## config.mk

```make
export PLATFORM = sky130hd
export DESIGN_NAME = periodic_task_tick_scheduler_core
export DESIGN_NICKNAME = d
export VERILOG_FILES = /design/src/sv/ptts_pkg.sv /design/src/sv/ptts_slot_mem.sv /design/src/sv/periodic_task_tick_scheduler_core.sv
export SDC_FILE = /design/constraint.sdc
export NUM_CORES = 1
export LEC_CHECK = 0
export BUFFER_PORTS_ARGS = -buffer_cell sky130_fd_sc_hd__buf_2
export CORE_UTILIZATION = 41
export DETAILED_ROUTE_END_ITERATION = 10
export PLACE_DENSITY_LB_ADDON = 0.08
export RECOVER_POWER = 100
export SLEW_MARGIN = 10
export SYNTH_ARGS = -nofsm -noshare
export SYNTH_HDL_FRONTEND = slang
export SYNTH_SLANG_ARGS = --single-unit
```

## constraint.sdc

```tcl
create_clock -name i_clk -period 10.3 [get_ports i_clk]
set_input_delay 1.03 -clock i_clk [delete_from_list [all_inputs] [get_ports i_clk]]
set_output_delay 1.03 -clock i_clk [all_outputs]
set_load 0.05 [all_outputs]
```

## src/sv/ptts_pkg.sv

```systemverilog
// Package with the shared types and codes of the periodic task tick scheduler.
`timescale 1ns / 1ps

package ptts_pkg;

    // Item kinds carried on the input channel.
    typedef enum logic [2:0] {
        K_TICK    = 3'd0,
        K_CREATE  = 3'd1,
        K_DELETE  = 3'd2,
        K_SUSPEND = 3'd3,
        K_RESUME  = 3'd4,
        K_QUERY   = 3'd5
    } t_kind;

    // Slot status codes.
    typedef enum logic [1:0] {
        ST_EMPTY   = 2'd0,
        ST_READY   = 2'd1,
        ST_SUSP    = 2'd2,
        ST_DELETED = 2'd3
    } t_status;

    localparam int unsigned ID_W    = 3;
    localparam int unsigned TIME_W  = 8;
    localparam int unsigned MASK_W  = 8;

    // One memory entry: period and countdown of a slot.
    typedef struct packed {
        logic [TIME_W-1:0] period;
        logic [TIME_W-1:0] countdown;
    } t_slot_entry;

endpackage

```

## src/sv/ptts_slot_mem.sv

```systemverilog
// Timing memory of the scheduler: one write port and one registered read port.
`timescale 1ns / 1ps

module ptts_slot_mem
    import ptts_pkg::*;
#(
    parameter int unsigned DEPTH = 8,
    parameter int unsigned AW    = 3
) (
    input  logic              i_clk,
    input  logic              i_we,
    input  logic [AW-1:0]     i_waddr,
    input  t_slot_entry       i_wdata,
    input  logic [AW-1:0]     i_raddr,
    output t_slot_entry       o_rdata
);

    t_slot_entry r_mem [DEPTH];
    t_slot_entry r_rdata;

    // Write port.
    always_ff @(posedge i_clk) begin
        if (i_we) begin
            r_mem[i_waddr] <= i_wdata;
        end
    end

    // Registered read port.
    always_ff @(posedge i_clk) begin
        r_rdata <= r_mem[i_raddr];
    end

    assign o_rdata = r_rdata;

endmodule

```

## src/sv/periodic_task_tick_scheduler_core.sv

```systemverilog
// Top level of the periodic task tick scheduler: control sequencer and slot status.
`timescale 1ns / 1ps
// A command item passes from acceptance through S_CMD and S_RESULT to the output register;
// the next item can be accepted once the sequencer is back in S_IDLE. A tick item walks
// the slots in S_TICK, then passes through S_DRAIN and S_RESULT to the output register:
// the walk reads one slot per cycle and writes it back in the cycle after the read.
// A stalled result held in the output register delays the load of the next result.
// Synchronous active-low reset marks every slot empty and empties the output register.

module periodic_task_tick_scheduler_core
    import ptts_pkg::*;
#(
    parameter int unsigned NUM_TASKS = 8
) (
    input  logic              i_clk,
    input  logic              i_rst_n,
    input  logic              i_in_valid,
    output logic              o_in_stall,
    input  logic [2:0]        i_in_kind,
    input  logic [ID_W-1:0]   i_in_task_id,
    input  logic [TIME_W-1:0] i_in_period,
    input  logic [TIME_W-1:0] i_in_initial_delay,
    output logic              o_out_valid,
    input  logic              i_out_stall,
    output logic [MASK_W-1:0] o_out_fired_mask,
    output logic [1:0]        o_out_slot_state
);

    localparam int unsigned IW = (NUM_TASKS > 1) ? $clog2(NUM_TASKS) : 1;

    typedef enum logic [2:0] {
        S_IDLE,
        S_TICK,
        S_DRAIN,
        S_CMD,
        S_RESULT
    } t_state;

    t_state             r_state;
    logic [2:0]         r_kind;
    logic [ID_W-1:0]    r_id;
    logic               r_id_ok;
    logic [TIME_W-1:0]  r_period;
    logic [TIME_W-1:0]  r_delay;
    logic [IW-1:0]      r_idx;
    logic               r_pend;
    logic [IW-1:0]      r_pidx;
    logic [MASK_W-1:0]  r_mask;
    logic               r_o_valid;
    logic [MASK_W-1:0]  r_o_mask;
    logic [1:0]         r_o_state;
    t_status            r_status [NUM_TASKS];

    logic               in_acc;
    logic               out_free;
    logic [IW-1:0]      id_idx;
    logic [IW-1:0]      st_addr;
    t_status            st_rd;
    logic               mem_we;
    logic [IW-1:0]      mem_waddr;
    t_slot_entry        mem_wdata;
    t_slot_entry        mem_rdata;
    logic               fire;
    logic               st_we;
    t_status            st_wdata;

    assign in_acc     = i_in_valid && !o_in_stall;
    assign o_in_stall = (r_state != S_IDLE);
    assign out_free   = !r_o_valid || !i_out_stall;
    assign id_idx     = IW'(r_id);

    // Status read: the slot being written back during a walk, else the addressed slot.
    assign st_addr = r_pend ? r_pidx : id_idx;
    assign st_rd   = r_status[st_addr];

    // The pending slot fires when it is ready and its countdown has run out.
    assign fire = (st_rd == ST_READY) && (mem_rdata.countdown == '0);

    // Timing memory write: tick write-back or create.
    always_comb begin
        mem_we    = 1'b0;
        mem_waddr = r_pidx;
        mem_wdata = mem_rdata;
        if (r_pend) begin
            mem_we = (st_rd == ST_READY);
            if (fire) begin
                mem_wdata.countdown = (mem_rdata.period == '0) ? '0
                                      : mem_rdata.period - TIME_W'(1);
            end else begin
                mem_wdata.countdown = mem_rdata.countdown - TIME_W'(1);
            end
        end else if (r_state == S_CMD && r_id_ok && r_kind == K_CREATE) begin
            mem_we              = 1'b1;
            mem_waddr           = id_idx;
            mem_wdata.period    = r_period;
            mem_wdata.countdown = r_delay;
        end
    end

    // Status update for commands.
    always_comb begin
        st_we    = 1'b0;
        st_wdata = st_rd;
        if (r_state == S_CMD && r_id_ok) begin
            unique case (r_kind)
                K_CREATE: begin
                    st_we    = 1'b1;
                    st_wdata = ST_READY;
                end
                K_DELETE: begin
                    st_we    = 1'b1;
                    st_wdata = ST_DELETED;
                end
                K_SUSPEND: begin
                    st_we    = 1'b1;
                    st_wdata = ST_SUSP;
                end
                K_RESUME: begin
                    st_we    = (st_rd != ST_EMPTY);
                    st_wdata = ST_READY;
                end
                default: begin
                    st_we = 1'b0;
                end
            endcase
        end
    end

    // Slot status flops, cleared to empty by reset.
    always_ff @(posedge i_clk) begin
        if (!i_rst_n) begin
            for (int i = 0; i < NUM_TASKS; i++) begin
                r_status[i] <= ST_EMPTY;
            end
        end else if (st_we) begin
            r_status[id_idx] <= st_wdata;
        end
    end

    ptts_slot_mem #(
        .DEPTH (NUM_TASKS),
        .AW    (IW)
    ) u_slot_mem (
        .i_clk   (i_clk),
        .i_we    (mem_we),
        .i_waddr (mem_waddr),
        .i_wdata (mem_wdata),
        .i_raddr (r_idx),
        .o_rdata (mem_rdata)
    );

    // Sequencer, tick walk and output register.
    always_ff @(posedge i_clk) begin
        if (!i_rst_n) begin
            r_state   <= S_IDLE;
            r_pend    <= 1'b0;
            r_o_valid <= 1'b0;
            r_idx     <= '0;
        end else begin
            // Load the finished result, or empty the output register once it is taken.
            if (r_state == S_RESULT && out_free) begin
                r_o_valid <= 1'b1;
                r_o_mask  <= r_mask;
                r_o_state <= r_id_ok ? st_rd : ST_EMPTY;
            end else if (r_o_valid && !i_out_stall) begin
                r_o_valid <= 1'b0;
            end
            if (r_pend && fire) begin
                r_mask <= r_mask | (MASK_W'(1) << r_pidx);
            end
            unique case (r_state)
                S_IDLE: begin
                    if (in_acc) begin
                        r_kind   <= i_in_kind;
                        r_id     <= i_in_task_id;
                        r_id_ok  <= (32'(i_in_task_id) < NUM_TASKS);
                        r_period <= i_in_period;
                        r_delay  <= i_in_initial_delay;
                        r_mask   <= '0;
                        r_idx    <= '0;
                        r_state  <= (i_in_kind == K_TICK) ? S_TICK : S_CMD;
                    end
                end
                S_TICK: begin
                    // Read slot r_idx now; it is written back next cycle.
                    r_pend <= 1'b1;
                    r_pidx <= r_idx;
                    if (r_idx == IW'(NUM_TASKS - 1)) begin
                        r_state <= S_DRAIN;
                    end else begin
                        r_idx <= r_idx + IW'(1);
                    end
                end
                S_DRAIN: begin
                    r_pend  <= 1'b0;
                    r_state <= S_RESULT;
                end
                S_CMD: begin
                    r_state <= S_RESULT;
                end
                S_RESULT: begin
                    if (out_free) begin
                        r_state <= S_IDLE;
                    end
                end
                default: begin
                    r_state <= S_IDLE;
                end
            endcase
        end
    end

    assign o_out_valid      = r_o_valid;
    assign o_out_fired_mask = r_o_mask;
    assign o_out_slot_state = r_o_state;

    // No write-back may be pending outside the tick walk.
    a_pend_in_walk: assert property (@(posedge i_clk) disable iff (!i_rst_n)
        r_pend |-> (r_state == S_TICK || r_state == S_DRAIN))
        else $error("write-back pending outside the tick walk");

    // The timing memory is never written while the sequencer is idle.
    a_no_idle_write: assert property (@(posedge i_clk) disable iff (!i_rst_n)
        (r_state == S_IDLE) |-> !mem_we)
        else $error("timing memory written while idle");

    // A command item never reports fired slots.
    a_cmd_no_mask: assert property (@(posedge i_clk) disable iff (!i_rst_n)
        (r_state == S_RESULT && r_kind != K_TICK) |-> (r_mask == '0))
        else $error("fired mask set for a command item");

    // Slots beyond the table never fire.
    a_mask_range: assert property (@(posedge i_clk) disable iff (!i_rst_n)
        o_out_valid |-> ((32'(o_out_fired_mask) >> NUM_TASKS) == 32'd0))
        else $error("fired mask has a bit beyond the table");

endmodule
```

==> flow_results.org, run 1 <==
** Place
- Detailed placement HPWL :: around 13,000 microns
- At the end of routability-driven placement, the weighted congestion stood at slightly below 0.9.
- IO Port Bufs :: 37
- After detailed placement, the total cell area comes to between 9000 and 10,000 sq um.

** Timing
- The max-slew violation count came to 171.
- The tightest hold path in the finished design has a slack of 0.469 ns.
- Slew of the pin with the lowest slew margin :: 3.14 ns
- Final worst path period need :: approximately 5.6 ns
- Based on the critical path, the design can be clocked at up to approximately 0.18 GHz.
- Final setup violation count :: 0
- After routing, the total negative slack on setup checks comes to 0 ns.
- Setup repair after global routing left no endpoint under its margin.
- Hold violation total from the final report :: 0
- Fin Clk Skew :: between 0.01 and 0.015 ns
- Period Utilization, post-route :: roughly 55%
- In this run the tightest slew margin relative to its limit is -109%.

** Worst setup path
- At the worst endpoint, the arrival time is 5.71 ns.
- Measured in cells, the most critical reg-to-reg path has a length of 8.
- The setup path with the least slack is of type register to register.
- The worst setup path is captured at a register.
- The worst register-to-register path has a setup slack of about 4.7 ns.
- Of all nets on the critical path, the largest fanout is 22.
- Data required time at the worst endpoint :: ~10 ns
- Launching element type of the critical path :: register

** Global route
- Pin count of the biggest net entering global routing :: 36
- The first global-routing pass estimated a little under 30,000 microns of wire.
- The number of antenna violations at the first check in global routing is 0.
- The number of global-route vias before repair was ~5k.
- Across every metal layer, demand over resource in global routing totals 18.2%.
- Global route overflow :: 0

** Pwr
- Across the VDD grid, the largest voltage drop is about 0.14 mV.
- The analysis attributes to cell leakage a power of between 3 and 4 nW.
- Power Density :: roughly 190 nW/um^2

** Clocking
- Hold repair after CTS inserted 0 buffers.
- After clock tree synthesis, the repair step resized 0 gates.
- TritonCTS clock tree :: done
- The root buffer cell chosen for the clock tree is clkbuf_16.
- In this run, CTS created clock tree buffers numbering 23.
- CTS saw between 200 and 250 sinks.
- Counting along the longest clock path gives a buffer depth of 3.
- Once the clock tree was built, the setup fixing pass inserted 0 buffers.
- Total number of H-tree levels :: 1
- Clock slew at the register clock pins of the worst setup and hold paths :: approximately 0.06 ns
- Insertion delay of the later-clocked pin in the worst-skew pair :: just over 0.5 ns

** Route
- For this block, the routed nets add up to about 19,000 microns of wire.
- In the routed design, unresolved DRC markers number 0.
- Average vias per placed instance :: 5.54
- For this block, the initial DRC count from the detailed router was about 380.
- Number of search-and-repair iterations in the first detailed-routing pass :: 4
- Detail-routed net length per standard cell :: approximately 22 microns
- Total via count after detailed routing :: 4,978
- The count of nets left with antenna violations once routing finished came out at 0.

** Cells and area
- # diodes :: 0
- Layout cell share with drive strength beyond 1 :: a little under a fifth
- Signed area change from the synthesized netlist to the final layout :: 12.6%
- Area taken by multi-input logic gates :: 2590 sq um
- Across the whole layout, storage elements account for approximately 6100 sq um.
- The filler cells instantiated in the layout total 1,864.
- Final-stage net count :: between 600 and 700
- The finished cells cover about 10000 sq um.

** Floorplan
- Core Region :: roughly 21,000 sq um
- Area enclosed by the die boundary :: between 20,000 and 25,000 sq um
- Measured along the x axis, the die boundary spans 149 microns.
- After floorplanning, the core was divided into 53 placement rows.
- Effective utilization at floorplan :: 42.0%
- The die is approximately 150 microns tall.
- I/O pin count :: 38

** Logic synthesis
- Counting instances in the post-synthesis netlist gives the leading cell types as edfxtp_1, nor2_1, mux4_2, nand2_1, dfxtp_1.
- Count of yosys warnings during synthesis :: 0
- After synthesis, the mean cell area works out to about 16 sq um.
- Sequential cells were found to cover about 69% of the synthesized design area.
- The cell count after synthesis came out at between 500 and 600.
- Primary FF master, synth :: edfxtp_1
- Library cell with the highest instance count after synthesis :: edfxtp_1
- Mapped Nets :: between 500 and 600
- Share of synthesized registers carrying an async set or reset :: 0%
- The synthesized design contains between 150 and 200 enable-type register cells.
- In the post-synthesis netlist, the biggest area contributors are edfxtp_1, mux4_2, dfxtp_1, mux2_2, nor2_1.
- The share of synthesized area in the top cell type comes to 63.3%.
- Number of distinct library cells after synthesis :: 60
- Synthesized area :: just under 9000 sq um
- The synthesized design spends more area on one cell type than any other, namely edfxtp_1.
- After synthesis the netlist holds a flip-flop and latch count of between 200 and 250.

** Run
- Maxcap violations :: 8

** Run status
- The final reports fail on capacitance limit, slew limit.
- Result of the run :: finished, violations left

** Hold path
- Worst min-delay path category :: register to register
- Cell depth of the worst hold path :: 0
-- where the power goes --
part | switching (W) | internal, W
combinational | 0.0000869 | 0.0000538
clock | 0.000324 | 0.000435
sequential | 0.0000179 | 0.000962
total | 0.000429 | 0.00145
-- layout make-up --
class	count	area share, %
Timing Repair Buffer	47	2.08
Clock inverter	18	1.23
Multi-Input combinational cell	314	26.0
Clock buffer	24	5.80
Sequential cell	211	61.1
Inverter	10	0.376
Tap cell	275	3.45
-- layer usage --
metal	global-route usage (%)	wire length (microns)	vias up
li1	-	-	2299
met1	25.7	9000	2531
met2	29.3	9060	123
met3	3.03	923	25
met4	4.49	352	0
met5	0	0	-
-- registers in the layout, indices dropped and copies added, names as in the netlist --
register            cells
r_pidx                  3
r_period                8
u_slot_mem.r_mem      128
r_mask                  8
r_status               16
r_delay                 8
id_idx                  3
u_slot_mem.o_rdata     16
r_kind                  3
o_out_slot_state        2
r_pend                  1
o_out_fired_mask        8
r_state                 3
r_idx                   3
o_out_valid             1
-- worst paths after layout --
check            start                      to
max reg2reg     r_pend  u_slot_mem.r_mem[0][7]
max             r_pend  u_slot_mem.r_mem[0][7]
min          r_mask[0]     o_out_fired_mask[0]
min reg2reg  r_mask[0]     o_out_fired_mask[0]
-- metrics by stage --
stage	std cells	utilization [%]	power, W	setup WS (ns)
floorplan	565	-	0.00109	6.84
global placement	857	44.5	0.00114	6.41
detailed placement	857	44.5	0.00114	6.38
CTS	899	47.8	0.00190	6.34
global route	899	47.3	0.00195	4.25
finish	899	47.3	0.00188	4.68
-- kinds of logic after synthesis --
kind of cell             Yosys count  share of synthesized area, %
flip-flops                       211                          68.8
AND/OR/NAND/NOR                  152                          8.85
AO/OA/AOI/OAI                     80                          6.30
multiplexers                      64                          12.1
buffers and inverters             40                          1.99
XOR/XNOR                          12                          1.19
adder cells (fa/ha/maj)            6                         0.847
-- layout by cell type, fill, tap and decap left out, types with 16 or more instances in the layout --
cell type,instances
mux2_2,16
clkbuf_1,25
o21ai_0,22
clkbuf_16,23
nand2_1,27
buf_2,22
nor2_1,46
mux4_2,32
dfxtp_1,24
edfxtp_1,187
-- worst max-delay path, cell delays in order, from the launching register on --
cell	delay [ns]
dfxtp_1	0.41
clkbuf_1	0.75
nand2b_4	0.31
o22ai_1	0.13
a221oi_1	0.36
nand2_1	0.16
o22ai_1	1.23
nand2_1	0.32
o22ai_1	1.51
(Power assumes the default switching activity.)
==> run 2, diff against run 1 <==
--- a/config.mk
+++ b/config.mk
@@ -5,6 +5,7 @@
 export SDC_FILE = /design/constraint.sdc
 export NUM_CORES = 1
 export LEC_CHECK = 0
+export ABC_AREA = 1
 export BUFFER_PORTS_ARGS = -buffer_cell sky130_fd_sc_hd__buf_2
 export CORE_UTILIZATION = 41
 export DETAILED_ROUTE_END_ITERATION = 10
==> constraint.sdc (replaced) <==
create_clock -name i_clk -period 4.63 [get_ports i_clk]
set_input_delay 0.463 -clock i_clk [delete_from_list [all_inputs] [get_ports i_clk]]
set_output_delay 0.463 -clock i_clk [all_outputs]
set_load 0.05 [all_outputs]
==> run 2 against run 1 <==
Compared with the run above:
- power increased by 150%
- critical path type unchanged
- maximum frequency increased by 65%
- critical endpoint is now u_slot_mem.r_mem[7][2]
- routed wire length increased by 5.9%
- the flow still finishes with violations (capacitance limit, slew limit)
- sequential share of layout area decreased by 0.11 points
- worst hold slack got worse by 0.35 ns
- clock power increased by 120%
- die area about the same
- synthesized cell count increased by 40%
==> flow_results.org, run 2 <==
** Logic synthesis
- The number of storage elements in the synthesis netlist came to 211 (unchanged).
- Primary FF master, synth :: edfxtp_1
- The share of synthesized area occupied by flip-flops and latches was 68.8% (about the same).
- The area of the mapped netlist came to 8860 sq um (about the same).
- The area share of the largest cell type after synthesis was 63.4% (about the same).
- Top cells by area, synth :: edfxtp_1, nor2_1, dfxtp_1, o21ai_0, nand2_1
- Mapped Cells :: 793 (+40%)
- Post-synth top area cell :: edfxtp_1
- Library cell with the highest instance count after synthesis :: edfxtp_1
- Mapped Nets :: 825 (+38%)
- The mean instance size in the synthesized netlist was 11.2 sq um (-29%).
- Number of enable flip-flop cells after synthesis :: 187 (unchanged)
- Share of synthesized registers carrying an async set or reset :: 0% (unchanged)
- The post-synthesis cell type count is 34 (-43%).
- Count of yosys warnings during synthesis :: 0 (unchanged)
- In the synthesized netlist, the cells that appear most often are edfxtp_1, nor2_1, nand2_1, o21ai_0, inv_1.

** Clocking
- Clock slew at the register clock pins of the worst setup and hold paths :: 0.06 ns (about the same)
- Number of setup buffers added after CTS :: 0 (unchanged)
- Sink Count :: 211 (unchanged)
- Clock buffers created by TritonCTS :: 23 (unchanged)
- The maximum clock path buffer count is 3 (unchanged).
- The H-tree depth came to 1 (unchanged).
- Hold Buf Count CTS :: 0 (unchanged)
- TritonCTS built the clock tree.
- Clock root buffer :: clkbuf_16
- Post-cts gate resize count :: 0 (unchanged)
- The clock latency at the later pin of the worst-skew pair is 0.52 ns (about the same).

** Place
- The HPWL after detailed placement is 13,200 microns (+1.9%).
- The count of input and output buffers was 37 (unchanged).
- Placer's final routability congestion estimate :: 0.858 (-4.2%)

** Worst setup path
- The worst register-to-register path begins at r_pend.
- Critical path startpoint :: r_pend
- Launching element type of the critical path :: register
- Worst endpoint data arrival time :: 3.58 ns (-2.13 ns)
- Critical path endpoint category :: register
- End point of the critical path :: u_slot_mem.r_mem[7][2]
- The register-to-register path setup slack is 1.23 ns (-3.45 ns).
- Data required time at the worst endpoint :: 4.82 ns (-5.57 ns)
- Crit Path Category :: register to register
- The worst register-to-register path ends at u_slot_mem.r_mem[7][2].
- The number of cells traversed by the worst register-to-register path was 13 (+5).
- Max Fanout on Critical Path :: 19 (-14%)

** Route
- Remaining DRCs :: 0 (unchanged)
- Number of search-and-repair iterations in the first detailed-routing pass :: 5 (+1)
- Detail-routed net length per standard cell :: 18.1 microns (-16%)
- Total via count after detailed routing :: 5,940 (+19%)
- The post-detailed-route count of antenna-violating nets was 0 (unchanged).
- The average vias per placed instance is 5.25 (-5.2%).
- The overall routed net length was 20,500 microns (+5.9%).
- The number of DRC markers in iteration 0 is 374 (-0.53%).

** Global route
- Global router's overall resource usage :: 18.8% (+0.66 points)
- Global route overflow :: 0 (unchanged)
- The first-pass GRT wire length came to 31,500 microns (+6.3%).
- Initial antenna violation count :: 0 (unchanged)
- Number of global-route vias before repair :: 5,746 (+17%)
- The pin count of the biggest net entering global routing was 67 (+86%).

** Cells and area
- In the layout the commonest cells are edfxtp_1, nor2_1, nand2_1, o21ai_0, inv_1.
- Signed area change from the synthesized netlist to the final layout :: 12.8%
- The sequential standard cell area is 6100 sq um (unchanged).
- Area taken by multi-input logic gates :: 2360 sq um (-9.0%)
- Ranked by flip-flop count, first place goes to u_slot_mem.r_mem.
- The number of diodes was 0 (unchanged).
- Leaving out fill and tap cells, the most frequent cell in the layout is edfxtp_1.
- The number of flip-flops in the largest register is 128 (unchanged).
- Final-stage net count :: 871 (+36%)
- The filler cell count in the final layout came to 1,928 (+3.4%).
- The ratio of cells with drive above 1 in the final layout came to 9.35% (-8.8 points).

** Floorplan
- The die extent in y is 149 microns (about the same).
- Effective utilization at floorplan :: 42.0% (about the same)
- The core region area is 21,100 sq um (unchanged).
- The overall die area is 22,200 sq um (about the same).
- The row count is 53 (unchanged).
- The total I/O pin count came to 38 (unchanged).
- The horizontal die dimension is 149 microns (about the same).

** Timing
- The number of failing hold endpoints at the final stage is 0 (unchanged).
- Final Max Tran Viols :: 23 (-87%)
- Period Utilization, post-route :: 73.4% (+19 points)
- Final setup violation count :: 0 (unchanged)
- RSZ-0062 raised after global routing :: false
- Slew of the pin with the lowest slew margin :: 1.98 ns (-1.16 ns)
- Final worst path period need :: 3.40 ns (-2.22 ns)
- The sum of negative setup slack is 0 ns (unchanged).
- The achievable clock frequency came to 0.294 GHz (+65%).
- The final setup skew was 0.0218 ns (+0.00761 ns).
- Relative slew slack :: -32.7% (+77 points)
- The post-route worst hold slack came to 0.116 ns (-0.353 ns).

** Run status
- The flow ran to the end, but the final reports show violations.
- Violated checks :: capacitance limit, slew limit

** Run
- The max-capacitance violation count was 1 (-7).

** Pwr
- Power Density :: 466 nW/um^2 (+150%)
- The maximum resistive drop on vdd was 0.293 mV (+120%).
- Leakage power summed over all cells :: 3.68 nW (+14%)

** Hold path
- The path class of the tightest hold or removal check is input port to register.
## run 2: cell type report
type                       count  share of cell area, %
sequential                   211                   61.0
clock inverter                 8                  0.538
inverter                      67                   2.53
timing repair buffer          52                   2.64
clock buffer                  34                   6.27
multi-input combinational    484                   23.6
tap                          275                   3.44
## run 2: how the worst min path moves through the flow
stage                          start                  end  depth (start not counted)
2_1_floorplan              r_mask[0]  o_out_fired_mask[0]                          0
3_3_place_gp               r_mask[1]  o_out_fired_mask[1]                          0
3_5_place_dp               r_mask[5]  o_out_fired_mask[5]                          0
4_1_cts        i_in_initial_delay[6]           r_delay[6]                          1
5_1_grt               i_in_period[2]          r_period[2]                          1
6_report              i_in_period[2]          r_period[2]                          1
## run 2: per-layer routing
metal,wire [microns],up-vias,GRT usage (%)
met5,0,-,0
met4,1020,0,9.74
met3,793,57,2.81
met2,10300,148,33.1
met1,8360,2845,22.3
li1,-,2890,-
## run 2: kinds of logic after synthesis
| logic type | synth area share [%] |
|---|---|
| AND/OR/NAND/NOR | 16.1 |
| adder cells (fa/ha/maj) | 0.847 |
| flip-flops | 68.8 |
| AO/OA/AOI/OAI | 8.98 |
| XOR/XNOR | 0.889 |
| buffers and inverters | 4.40 |
## run 2: metrics by stage
stage	cell area, sq um	worst slack (ns)	total power [W]	std cells	utilization (%)
after floorplan	8860	2.17	0.00280	793	-
after global placement	9370	1.85	0.00305	1089	44.4
after detailed placement	9370	1.80	0.00306	1089	44.4
after CTS	10100	1.80	0.00471	1131	47.7
after global routing	10000	0.865	0.00485	1131	47.4
final	10000	1.23	0.00466	1131	47.4
## run 2: worst max-delay path, stage by stage (launching register included)
cell and delay (ns):
dfxtp_1 0.79, clkinvlp_2 0.49, nand2_1 0.31, nand3_1 0.12, nand3_1 0.11, nand2_1 0.08
nand2_1 0.06, nand2_1 0.13, nor2_8 0.27, nand2_1 0.09, nand2_1 0.15, nand2_1 0.10
nor2_1 0.10, buf_4 0.29
## run 2: power by group
group | switching (W) | internal, W
registers | 0.0000566 | 0.00225
logic | 0.000509 | 0.000182
clock network | 0.000715 | 0.000943
